<file path="src/hdl/kt_ram.sv">
module kt_ram #(
  parameter int Width = 8,
  parameter int Depth = 16
) (
  input  logic                     clk_i,
  input  logic                     we_i,
  input  logic [$clog2(Depth)-1:0] waddr_i,
  input  logic [Width-1:0]         wdata_i,
  input  logic                     re_i,
  input  logic [$clog2(Depth)-1:0] raddr_i,
  output logic [Width-1:0]         rdata_o
);

  logic [Width-1:0] mem_q [Depth];

  always_ff @(posedge clk_i) begin
    if (we_i) begin
      mem_q[waddr_i] <= wdata_i;
    end
    if (re_i) begin
      rdata_o <= mem_q[raddr_i];
    end
  end

endmodule

</file>
<file path="config.mk">
export PLATFORM = sky130hd
export DESIGN_NAME = kt_ram
export DESIGN_NICKNAME = d
export VERILOG_FILES = /design/src/hdl/kt_ram.sv
export SDC_FILE = /design/constraint.sdc
export NUM_CORES = 1
export LEC_CHECK = 0
export BUFFER_PORTS_ARGS = -buffer_cell sky130_fd_sc_hd__buf_4
export CORE_MARGIN = 4
export CORE_UTILIZATION = 54
export DETAILED_ROUTE_END_ITERATION = 10
export PLACE_DENSITY = 0.83
export RECOVER_POWER = 50
export SLEW_MARGIN = 20
export SYNTH_ARGS = -nofsm -noshare
export SYNTH_HDL_FRONTEND = slang
export SYNTH_SLANG_ARGS = --single-unit
</file>
<file path="constraint.sdc">
create_clock -name clk_i -period 1.8 [get_ports clk_i]
set_clock_uncertainty 0.15 [all_clocks]
set_input_delay 0.18 -clock clk_i [delete_from_list [all_inputs] [get_ports clk_i]]
set_output_delay 0.18 -clock clk_i [all_outputs]
set_load 0.02 [all_outputs]
</file>
==> out/metrics.csv <==
metric;value;unit
status;finished, final reports clean;
Post-Syn Nets;248;
vias in the first global route;2670;
Yosys top cell area share;0.781;
vias per cell;5.79;
CP Launch Type;register;
Layout Nets;315;
Hold Vio Cnt, Final;0;
wire length per cell;23.8;um
Fin Hold WS;0.0374;ns
CTS tree;yes;
most numerous cell in the Yosys netlist;edfxtp_1;
CTS clk-pin slew, worst paths;0.06;ns
Filler Cells Inserted;596;
Async S/R FF share, synth;0;
CP Data Required Time;1.89;ns
Crit Path Max Fanout;1;
largest area contributor in the netlist;edfxtp_1;
Reg2Reg Depth;3;
FF+latch count, synth;136;
CTS Buf Count;17;
Reg power frac;0.490;
pwr dens;1160;mW/mm^2
normalized max-slew margin;0.535;
post-synthesis sequential area ratio;0.781;
Synth Cell Area;0.00523;mm^2
EDFF count, synth;136;
Die W;106;um
Mapped Cells;229;
largest net degree at the start of global routing;20;
Tot Pwr;7.33;mW
predominant post-synthesis flop cell;edfxtp_1;
syn_area_per_cell;22.8;um^2
slew of the pin with the lowest slew margin;0.698;ns
buffers plus inverters on the worst setup path;0;
fin util;0.676;
worst path cell trace;mux4_1 > a22oi_1 > nand2_1;
core area;0.00933;mm^2
Cell Rows;35;
Worst IR Drop VDD;0.757;mV
fin. max-slew vios;0;
ranking of synthesized cells by area;edfxtp_1, mux4_2, mux4_1;
Crit path max-delay family;multiplexers;
nature of the critical path endpoint;register;
Warnings, synthesis;0;
P_leak;2.10;nW
Hold Path Depth;3;
total vias in the final route;2538;
number of remaining DRC errors;0;
Sw Ratio;0.217;
CP Depth;3;
Clock Path Buffers;2;
clk root buf;clkbuf_8;
H-tree lvl count;4;
post_cts resized;0;
crit path DAT;1.80;ns
RD Place Congestion;0.798;
total track usage;0.201;
CP max-delay cell;mux4_1;
Layout area overhead;20.6;%
unique cell type count in the Yosys netlist;18;
die height;106;um
sw power;1.59;mW
ratio of cells with drive above 1 in the final layout;0.265;
worst hold path class;in -> reg;
Clock Sinks;136;
clock network fraction of total power;0.459;
Initial Util;0.560;
Antenna diodes;0;
internal power;5.74;mW
hold_sp;waddr_i[0];
antenna violations before repair;0;
first-pass detailed-route iteration total;4;
post-detail-place hpwl;6090;um
setup violators final;0;
die area;0.0113;mm^2
boundary pin count;27;
Largest stage delay, worst path;0.50;ns
wire length after detailed routing;10400;um
FMAX;587;MHz
R2R Path Start;mem_q[10][2];
combinational share of power;0.050;
Port Buffers;26;
total gr overflow;0;
final critical-path share of the clock period;0.947;
most common library cells after synthesis;edfxtp_1, mux4_2, a22oi_1, mux4_1, nor2_1;
clk_lat worst skew;0.52;ns
first-pass GRT wire length;16000;um
Iteration-0 DRC Markers;243;
min Tclk post-route;1.70;ns
RSZ-0062 raised after global routing;false;
Worst Path Class, Setup;reg -> reg;
Max-Cap Viols;0;
Setup crit start;mem_q[10][2];
Routed Antenna Nets;0;
==> layout by cell type, fill, tap and decap left out, drive strengths merged, types with 2 or more instances in the layout <==
cell | netlist | layout
mux4 | 32 | 32
a22oi | 16 | 16
nand2b | 2 | 2
nor3 | 4 | 4
dlygate4sd3 | 0 | 9
bufinv | 0 | 2
nand2 | 9 | 9
edfxtp | 136 | 136
clkbuf | 0 | 36
nor2 | 13 | 13
nand3b | 2 | 2
inv | 0 | 6
clkinvlp | 0 | 5
buf | 7 | 31
==> final cells by class <==
type	count	area, um^2	area share
Sequential cell	136	4080	0.648
Multi-Input combinational cell	83	1060	0.168
Clock buffer	18	418	0.0663
Timing Repair Buffer	58	415	0.0659
Clock inverter	14	164	0.0260
Tap cell	129	161	0.0256
==> per-stage QoR <==
stage	worst slack (ns)	area [um^2]	TNS, ns	instances
6_report	0.0958	6300	0	438
2_1_floorplan	0.188	5230	0	229
3_5_place_dp	-0.0178	5700	-0.0535	397
5_1_grt	0.0487	6300	0	438
3_3_place_gp	-0.0335	5700	-0.0452	397
4_1_cts	0.109	6370	0	438
==> worst reg2reg max path, delay by kind of cell, from the launching register on <==
family / cells / cell delay (ns)
compound gates: 1 / 0.26
flops: 1 / 0.38
mux: 1 / 0.50
simple gates: 1 / 0.15
==> power by group through the flow <==
stage / clock network [mW] / registers (mW) / logic, mW
after floorplan: 0 / 3.67 / 0.180
after global placement: 0 / 3.65 / 0.355
after CTS: 3.41 / 3.59 / 0.385
after global routing: 3.57 / 3.60 / 0.398
final: 3.37 / 3.59 / 0.370
after detailed placement: 0 / 3.66 / 0.361
==> flip-flops by register name (all words and copies together), names as in the netlist <==
signal / cells
mem_q: 128
rdata_o: 8
==> worst paths after layout <==
check | endpoint | slack (ns)
worst max-delay path | rdata_o[2] | 0.1
worst min register to register | rdata_o[3] | 0.61
worst max register to register | rdata_o[2] | 0.1
worst min-delay path | mem_q[8][4] | 0.04
==> per-layer routing <==
metal,vias up,share of wire,global-route usage
met5,-,0,0
met4,0,0.019,0.0786
met3,16,0.092,0.0480
met2,139,0.51,0.327
met1,1266,0.37,0.264
li1,1117,-,-
==> cells by family after synthesis <==
group | Yosys count | synth area share
flops | 136 | 0.781
simple gates | 35 | 0.0314
mux | 32 | 0.148
compound gates | 16 | 0.0230
buf+inv | 10 | 0.0165
==> what timing repair did <==
item | in CTS | in global routing
hold endpoints to repair | 136 | 0
endpoints found under the setup margin | 0 | 0
hold buffers | 9 | 0
setup buffers | 0 | 0
Note: power is estimated with default switching activity, not from simulation.
