File: config.mk
export PLATFORM = sky130hd
export DESIGN_NAME = kt_seq
export DESIGN_NICKNAME = d
export VERILOG_FILES = /design/src/hdl/kt_pkg.sv /design/src/hdl/kt_seq.sv
export SDC_FILE = /design/constraint.sdc
export NUM_CORES = 1
export LEC_CHECK = 0
export ABC_AREA = 0
export ABC_CLOCK_PERIOD_IN_PS = 13490
export BUFFER_PORTS_ARGS = -buffer_cell sky130_fd_sc_hd__clkbuf_2
export CAP_MARGIN = 20
export CELL_PAD_IN_SITES_DETAIL_PLACEMENT = 0
export CELL_PAD_IN_SITES_GLOBAL_PLACEMENT = 1
export CORE_MARGIN = 5
export CORE_UTILIZATION = 28
export DETAILED_ROUTE_END_ITERATION = 16
export GPL_TIMING_DRIVEN = 0
export PLACE_DENSITY_LB_ADDON = 0.12
export SYNTH_ARGS = -nofsm -noshare
export SYNTH_HDL_FRONTEND = slang
export SYNTH_SLANG_ARGS = --single-unit
File: constraint.sdc
create_clock -name clk_i -period 13.49 [get_ports clk_i]
set_clock_uncertainty 0.2 [all_clocks]
set_input_delay 2.698 -clock clk_i [delete_from_list [all_inputs] [get_ports clk_i]]
set_output_delay 2.698 -clock clk_i [all_outputs]
set_load 0.01 [all_outputs]
File: src/hdl/kt_pkg.sv
package kt_pkg;

  localparam int Capacity = 256;
  localparam int PayloadBits = 32;
  localparam int IdxW = $clog2(Capacity);
  localparam int CntW = $clog2(Capacity + 1);
  localparam int KeyW = 64;
  localparam int EntW = KeyW + PayloadBits;

  localparam logic [2:0] OpLookup = 3'd0;
  localparam logic [2:0] OpAdd    = 3'd1;
  localparam logic [2:0] OpDelete = 3'd2;
  localparam logic [2:0] OpUpdate = 3'd3;
  localparam logic [2:0] OpUpsert = 3'd4;
  localparam logic [2:0] OpRead   = 3'd5;

  localparam logic [2:0] StOk       = 3'd0;
  localparam logic [2:0] StPresent  = 3'd1;
  localparam logic [2:0] StNotFound = 3'd2;
  localparam logic [2:0] StFull     = 3'd3;
  localparam logic [2:0] StRange    = 3'd4;

  // memory port request from the sequencer
  typedef struct packed {
    logic            re;
    logic [IdxW-1:0] raddr;
    logic            we;
    logic [IdxW-1:0] waddr;
    logic [EntW-1:0] wdata;
  } mem_req_t;

endpackage

File: src/hdl/kt_seq.sv
module kt_seq import kt_pkg::*; (
  input  logic                   clk_i,
  input  logic                   rst_ni,
  input  logic                   cfg_valid,
  output logic                   cfg_ready,
  input  logic                   cfg_data_i,
  input  logic                   in_valid,
  output logic                   in_stall,
  input  logic [2:0]             op_i,
  input  logic [KeyW-1:0]        key_i,
  input  logic [31:0]            payload_i,
  input  logic [7:0]             position_i,
  output logic                   out_valid,
  input  logic                   out_stall,
  output logic [2:0]             status_o,
  output logic [KeyW-1:0]        found_key_o,
  output logic [31:0]            found_payload_o,
  output logic [7:0]             found_position_o,
  output mem_req_t               mreq_o,
  input  logic [EntW-1:0]        rdata_i
);

  typedef enum logic [3:0] {
    SIdle, SFind, SFindWait, SDecide, SInsScan, SInsWait, SShiftUp, SShiftUpWr,
    SDelRd, SDelWr, SReadWait, SDone
  } state_e;

  state_e state_q;
  logic sorted_q;
  logic [CntW-1:0] cnt_q;
  logic [2:0] op_q;
  logic [KeyW-1:0] key_q;
  logic [PayloadBits-1:0] pl_q;
  logic [7:0] pos_q;
  // search window / scan index
  logic [CntW-1:0] lo_q, hi_q, idx_q;
  logic [CntW-1:0] mid;
  logic found_q;
  logic [CntW-1:0] at_q;
  logic [2:0] st_q;
  logic [KeyW-1:0] fk_q;
  logic [31:0] fp_q;
  logic [7:0] fpos_q;
  logic ov_q;
  // result register, separate from the working registers
  logic [2:0] out_st_q;
  logic [KeyW-1:0] out_key_q;
  logic [31:0] out_pl_q;
  logic [7:0] out_pos_q;
  logic done_fire;

  logic [KeyW-1:0] rkey;
  logic [PayloadBits-1:0] rpl;
  assign rkey = rdata_i[EntW-1 -: KeyW];
  assign rpl  = rdata_i[PayloadBits-1:0];
  assign mid  = lo_q + ((hi_q - lo_q) >> 1);

  // finished item moves to the result register once it is free
  assign done_fire = (state_q == SDone) && (!ov_q || !out_stall);

  assign cfg_ready = (state_q == SIdle) && !ov_q;
  assign in_stall  = !((state_q == SIdle) && !cfg_valid);
  assign out_valid = ov_q;
  assign status_o = out_st_q;
  assign found_key_o = out_key_q;
  assign found_payload_o = out_pl_q;
  assign found_position_o = out_pos_q;

  // memory port drive
  always_comb begin
    mreq_o = '0;
    case (state_q)
      SFind: begin
        mreq_o.re = 1'b1;
        mreq_o.raddr = sorted_q ? mid[IdxW-1:0] : idx_q[IdxW-1:0];
      end
      SInsScan: begin
        mreq_o.re = 1'b1;
        mreq_o.raddr = idx_q[IdxW-1:0];
      end
      SShiftUp: begin
        mreq_o.re = 1'b1;
        mreq_o.raddr = idx_q[IdxW-1:0] - 1'b1;
      end
      SShiftUpWr: begin
        mreq_o.we = 1'b1;
        mreq_o.waddr = idx_q[IdxW-1:0];
        mreq_o.wdata = rdata_i;
      end
      SDelRd: begin
        mreq_o.re = 1'b1;
        mreq_o.raddr = sorted_q ? (idx_q[IdxW-1:0] + 1'b1) : (cnt_q[IdxW-1:0] - 1'b1);
      end
      SDelWr: begin
        mreq_o.we = 1'b1;
        mreq_o.waddr = idx_q[IdxW-1:0];
        mreq_o.wdata = rdata_i;
      end
      SDecide: begin
        // payload rewrite in place
        if (found_q && (op_q == OpUpdate || op_q == OpUpsert)) begin
          mreq_o.we = 1'b1;
          mreq_o.waddr = at_q[IdxW-1:0];
          mreq_o.wdata = {key_q, pl_q};
        end
        if (op_q == OpRead) begin
          mreq_o.re = 1'b1;
          mreq_o.raddr = pos_q[IdxW-1:0];
        end
      end
      SDone: begin
        // final write of a new entry
        if (st_q == StOk && !found_q && (op_q == OpAdd || op_q == OpUpsert)) begin
          mreq_o.we = 1'b1;
          mreq_o.waddr = at_q[IdxW-1:0];
          mreq_o.wdata = {key_q, pl_q};
        end
      end
      default: ;
    endcase
  end

  // sequencer and registered results
  always_ff @(posedge clk_i or negedge rst_ni) begin
    if (!rst_ni) begin
      state_q <= SIdle;
      sorted_q <= 1'b1;
      cnt_q <= '0;
      ov_q <= 1'b0;
      out_st_q <= '0;
      out_key_q <= '0;
      out_pl_q <= '0;
      out_pos_q <= '0;
    end else begin
      if (done_fire) ov_q <= 1'b1;
      else if (ov_q && !out_stall) ov_q <= 1'b0;
      if (done_fire) begin
        out_st_q <= st_q;
        out_key_q <= fk_q;
        out_pl_q <= fp_q;
        out_pos_q <= fpos_q;
      end
      case (state_q)
        SIdle: begin
          if (cfg_valid && cfg_ready) begin
            sorted_q <= cfg_data_i;
            cnt_q <= '0;
          end else if (in_valid && !in_stall) begin
            op_q <= op_i;
            key_q <= key_i;
            pl_q <= payload_i[PayloadBits-1:0];
            pos_q <= position_i;
            lo_q <= '0;
            hi_q <= cnt_q;
            idx_q <= '0;
            found_q <= 1'b0;
            at_q <= '0;
            st_q <= StOk;
            fk_q <= '0;
            fp_q <= '0;
            fpos_q <= '0;
            if (op_i == OpRead || op_i > OpRead) state_q <= SDecide;
            else state_q <= SFind;
          end
        end
        SFind: begin
          if (sorted_q ? (lo_q >= hi_q) : (idx_q >= cnt_q)) state_q <= SDecide;
          else begin
            at_q <= sorted_q ? mid : idx_q;
            state_q <= SFindWait;
          end
        end
        SFindWait: begin
          if (rkey == key_q) begin
            found_q <= 1'b1;
            fk_q <= rkey;
            fp_q <= 32'(rpl);
            state_q <= SDecide;
          end else begin
            state_q <= SFind;
            if (sorted_q) begin
              if (rkey < key_q) lo_q <= at_q + 1'b1;
              else hi_q <= at_q;
            end else idx_q <= idx_q + 1'b1;
          end
        end
        SDecide: begin
          state_q <= SDone;
          case (op_q)
            OpLookup: begin
              if (found_q) fpos_q <= 8'(at_q);
              else st_q <= StNotFound;
            end
            OpAdd, OpUpsert: begin
              fk_q <= '0;
              fp_q <= '0;
              if (found_q) begin
                if (op_q == OpAdd) st_q <= StPresent;
              end else if (cnt_q >= CntW'(Capacity)) st_q <= StFull;
              else if (sorted_q) begin
                idx_q <= '0;
                at_q <= cnt_q;
                state_q <= SInsScan;
              end else at_q <= cnt_q;
            end
            OpDelete: begin
              fk_q <= '0;
              fp_q <= '0;
              if (!found_q) st_q <= StNotFound;
              else begin
                idx_q <= at_q;
                if (sorted_q ? (at_q + 1'b1 < cnt_q) : (at_q + 1'b1 != cnt_q))
                  state_q <= SDelRd;
                else cnt_q <= cnt_q - 1'b1;
              end
            end
            OpUpdate: begin
              fk_q <= '0;
              fp_q <= '0;
              if (!found_q) st_q <= StNotFound;
            end
            OpRead: begin
              if ({1'b0, pos_q} < 9'(cnt_q)) begin
                fpos_q <= pos_q;
                state_q <= SReadWait;
              end else st_q <= StRange;
            end
            default: ;
          endcase
        end
        SReadWait: begin
          fk_q <= rkey;
          fp_q <= 32'(rpl);
          state_q <= SDone;
        end
        // find the first key above the new one
        SInsScan: begin
          if (idx_q >= cnt_q) begin
            at_q <= cnt_q;
            idx_q <= cnt_q;
            state_q <= SShiftUp;
          end else state_q <= SInsWait;
        end
        SInsWait: begin
          if (rkey > key_q) begin
            at_q <= idx_q;
            idx_q <= cnt_q;
            state_q <= SShiftUp;
          end else begin
            idx_q <= idx_q + 1'b1;
            state_q <= SInsScan;
          end
        end
        // move entries up one slot, top down
        SShiftUp: begin
          if (idx_q <= at_q) state_q <= SDone;
          else state_q <= SShiftUpWr;
        end
        SShiftUpWr: begin
          idx_q <= idx_q - 1'b1;
          state_q <= SShiftUp;
        end
        SDelRd: state_q <= SDelWr;
        SDelWr: begin
          if (sorted_q && (idx_q + 2'd2 < cnt_q)) begin
            idx_q <= idx_q + 1'b1;
            state_q <= SDelRd;
          end else begin
            cnt_q <= cnt_q - 1'b1;
            state_q <= SDone;
          end
        end
        // hold here while the previous result is still waiting
        SDone: begin
          if (done_fire) begin
            if (st_q == StOk && !found_q && (op_q == OpAdd || op_q == OpUpsert))
              cnt_q <= cnt_q + 1'b1;
            state_q <= SIdle;
          end
        end
        default: state_q <= SIdle;
      endcase
    end
  end

endmodule

==> flow_summary.json <==
{
  "synth.avg_cell_area_um2": 11.8,
  "top_layer": "met5",
  "power_density_mw_per_mm2": 212,
  "ir_drop_v": 0.0000994,
  "via_count": 15700,
  "p_switching_w": 0.00210,
  "nNetsFinal": 2521,
  "swShare_pct": 39.5,
  "drc": 0,
  "clockPowerShare_pct": 23.5,
  "root_buffer": "clkbuf_16",
  "cp-endpoint": "mreq_o[96]",
  "drtAntennaViolNets": 0,
  "yosys_warnings": 0,
  "io_buffers": 432,
  "regToRegEndpoint": "at_q[7]$_DFFE_PP_",
  "layout_common_cells": "clkbuf_2, edfxtp_1, ha_1",
  "clk_latency_ns": 0.58,
  "start_util_pct": 28.2,
  "worst_slack_ns": 6.05,
  "met1Wirelength_um": 34900,
  "cp_max_fo": 10,
  "ctsHtreeMaxLevel": 2,
  "synth_top_area_share_pct": 38.2,
  "r2r_start": "idx_q[1]$_DFFE_PP_",
  "ff2ff_setup_slack_ns": 8.86,
  "worst_slew_pin_slew_ns": 1.13,
  "hold_ws_ns": 0.273,
  "worstPathArrival_ns": 4.55,
  "placed_area_mm2": 0.0235,
  "cts_tree": "done",
  "hold_buffers": 0,
  "ys.flop_type": "edfxtp_1",
  "yosys_register_bits": 373,
  "pre_cts_slack_ns": 6.70,
  "drtIter0Drc": 1057,
  "die_area_mm2": 0.0759,
  "status": "complete, no violations",
  "dp_hpwl_um": 64100,
  "antenna_found_initial": 12,
  "dieWidth_um": 275,
  "synth_fp_nets": 2017,
  "fin_area_mm2": 0.0250,
  "layout_commonest_cell": "clkbuf_2",
  "cts_buffers": 47,
  "crit_start": "op_q[2]$_DFFE_PP_",
  "start_kind": "register",
  "synth_seq_area_share_pct": 53.7,
  "maxCapViolCount": 0,
  "post-route-util_pct": 35.8,
  "firstDrtPassIters": 6,
  "min_period_ns": 7.44,
  "final-setup-viol-count": 0,
  "synth.distinct_cells": 66,
  "finalWeightedCongestion": 0.915,
  "grt_pass1_vias": 15700,
  "cts_resized": 0,
  "dieHeight_um": 275,
  "post_cts_buffers": 0,
  "endpoint_kind": "output port",
  "wirelength_um": 80400,
  "rsz0062_at_grt": "false",
  "io_pins": 433,
  "internal_power_w": 0.00321,
  "dr_wl_met2_um": 37200,
  "required_ns": 10.59,
  "path_clk_slew_ns": 0.06,
  "syn_area_mm2": 0.0197,
  "seqPwrFrac_pct": 33.4,
  "wl_met3_um": 5680,
  "syn_inst": 1668,
  "grt_usage_pct": 20.2,
  "grt_pass1_wl_um": 111000,
  "synthArstFlopShare_pct": 32.7,
  "slew_violations": 0,
  "fmax_mhz": 134,
  "hold_path_depth": 1,
  "combPwrFrac_pct": 43.1,
  "routed_via_density": 4.96,
  "coreArea_mm2": 0.0699,
  "rr_worst_depth": 11,
  "synth_edf_count": 251,
  "row_count": 97,
  "ys_top_cells_by_area": "edfxtp_1, dfrtp_1, ha_1",
  "relSlewSlack_pct": 24.0,
  "finalCritPeriodShare_pct": 55.2,
  "cts.sinks": 373,
  "clockBufferDepth": 3,
  "wl_per_cell_um": 25.5,
  "overflow": 0,
  "final_hold_viol_count": 0,
  "hold_class": "reg2reg",
  "critical_path_class": "reg2out",
  "syn2layout_area_growth_pct": 26.9,
  "power_leakage_nw": 10.8,
  "synth_top_area_cell": "edfxtp_1",
  "drive_gt1_share_pct": 29.3,
  "grt_start_max_net_pins": 66
}
cell type report:
| type | instances | area [um2] |
|---|---|---|
| timing repair buffer | 455 | 2580 |
| clock buffer | 74 | 1370 |
| multi-input combinational | 1102 | 8410 |
| fill | 7120 | 44900 |
| clock inverter | 13 | 134 |
| antenna | 10 | 25.0 |
| buffer | 84 | 342 |
| tap | 940 | 1180 |
| sequential | 373 | 10600 |
| inverter | 109 | 409 |
power groups by stage:
| stage | logic (W) | clock network [W] | registers (W) |
|---|---|---|---|
| after floorplan | 0.00123 | 0 | 0.00184 |
| after global placement | 0.00222 | 0 | 0.00184 |
| after detailed placement | 0.00230 | 0 | 0.00180 |
| after CTS | 0.00231 | 0.00130 | 0.00178 |
| after global routing | 0.00249 | 0.00133 | 0.00181 |
| final | 0.00229 | 0.00125 | 0.00177 |
state kept, by name, indices dropped and copies added (netlist names), 3 cells and up:
name	cells
idx_q	9
status_o	3
found_position_o	8
cnt_q	9
key_q	64
st_q	3
pl_q	32
hi_q	9
op_q	3
found_key_o	64
fk_q	64
pos_q	8
lo_q	9
fp_q	32
found_payload_o	32
state_q	4
at_q	9
fpos_q	8
metal layers:
metal  vias up  GRT usage (%)
li1       7204              -
met1      7824           26.9
met2       523           32.7
met3       113           4.75
met4         6           6.58
met5         -              0
how the worst min path moves through the flow:
stage / startpoint / end / slack, ns
after floorplan: fk_q[20]$_SDFFCE_PN0P_ / found_key_o[20]$_DFFE_PN0P_ / 0.26
after global placement: fp_q[15]$_SDFFCE_PN0P_ / found_payload_o[15]$_DFFE_PN0P_ / 0.26
after detailed placement: fk_q[9]$_SDFFCE_PN0P_ / found_key_o[9]$_DFFE_PN0P_ / 0.26
after CTS: fk_q[50]$_SDFFCE_PN0P_ / found_key_o[50]$_DFFE_PN0P_ / 0.28
after global routing: fp_q[2]$_SDFFCE_PN0P_ / found_payload_o[2]$_DFFE_PN0P_ / 0.28
final: fp_q[9]$_SDFFCE_PN0P_ / found_payload_o[9]$_DFFE_PN0P_ / 0.27
kinds of logic after synthesis:
group                      count (synthesis)  synth area share, %
xor gates and xnor gates                  57                 2.53
muxes                                    120                 6.77
DFF                                      373                 53.7
buffers and inverters                    193                 3.80
adders and majority gates                141                 9.04
and+or+nand+nor                          415                 10.9
AOI/OAI and AO/OA                        369                 13.3
critical path, stage by stage, from the launching register on:
cell and delay [ns]:
edfxtp_1 0.35, buf_2 0.19, nor2b_1 0.21, o21ai_1 0.15, nor4_1 0.88, a32o_1 0.27, clkbuf_1 0.23, buf_2 0.34
buf_1 0.79, a22o_1 0.37, clkbuf_2 0.17
cell usage after synthesis, types with 12 or more instances:
master and n:
a21o_1 19, a21oi_1 72, a221oi_1 15, a22o_1 106
and2_1 104, buf_1 16, clkbuf_1 59, dfrtp_1 121
edfxtp_1 251, ha_1 137, inv_1 109, mux2_2 108
mux2i_1 12, nand2_1 115, nand2b_1 14, nand3_1 19
nand4_1 23, nor2_1 64, nor2b_1 18, nor3_1 24
o21ai_0 58, xnor2_1 36, xor2_1 21
per-stage QoR:
step	cells	setup TNS, ns	total power (W)
3_5_place_dp	3063	0	0.00409
5_1_grt	3153	0	0.00563
3_3_place_gp	3040	-774.09	0.00406
4_1_cts	3150	0	0.00538
2_1_floorplan	1668	0	0.00307
6_report	3160	0	0.00531
(Power assumes the default switching activity.)
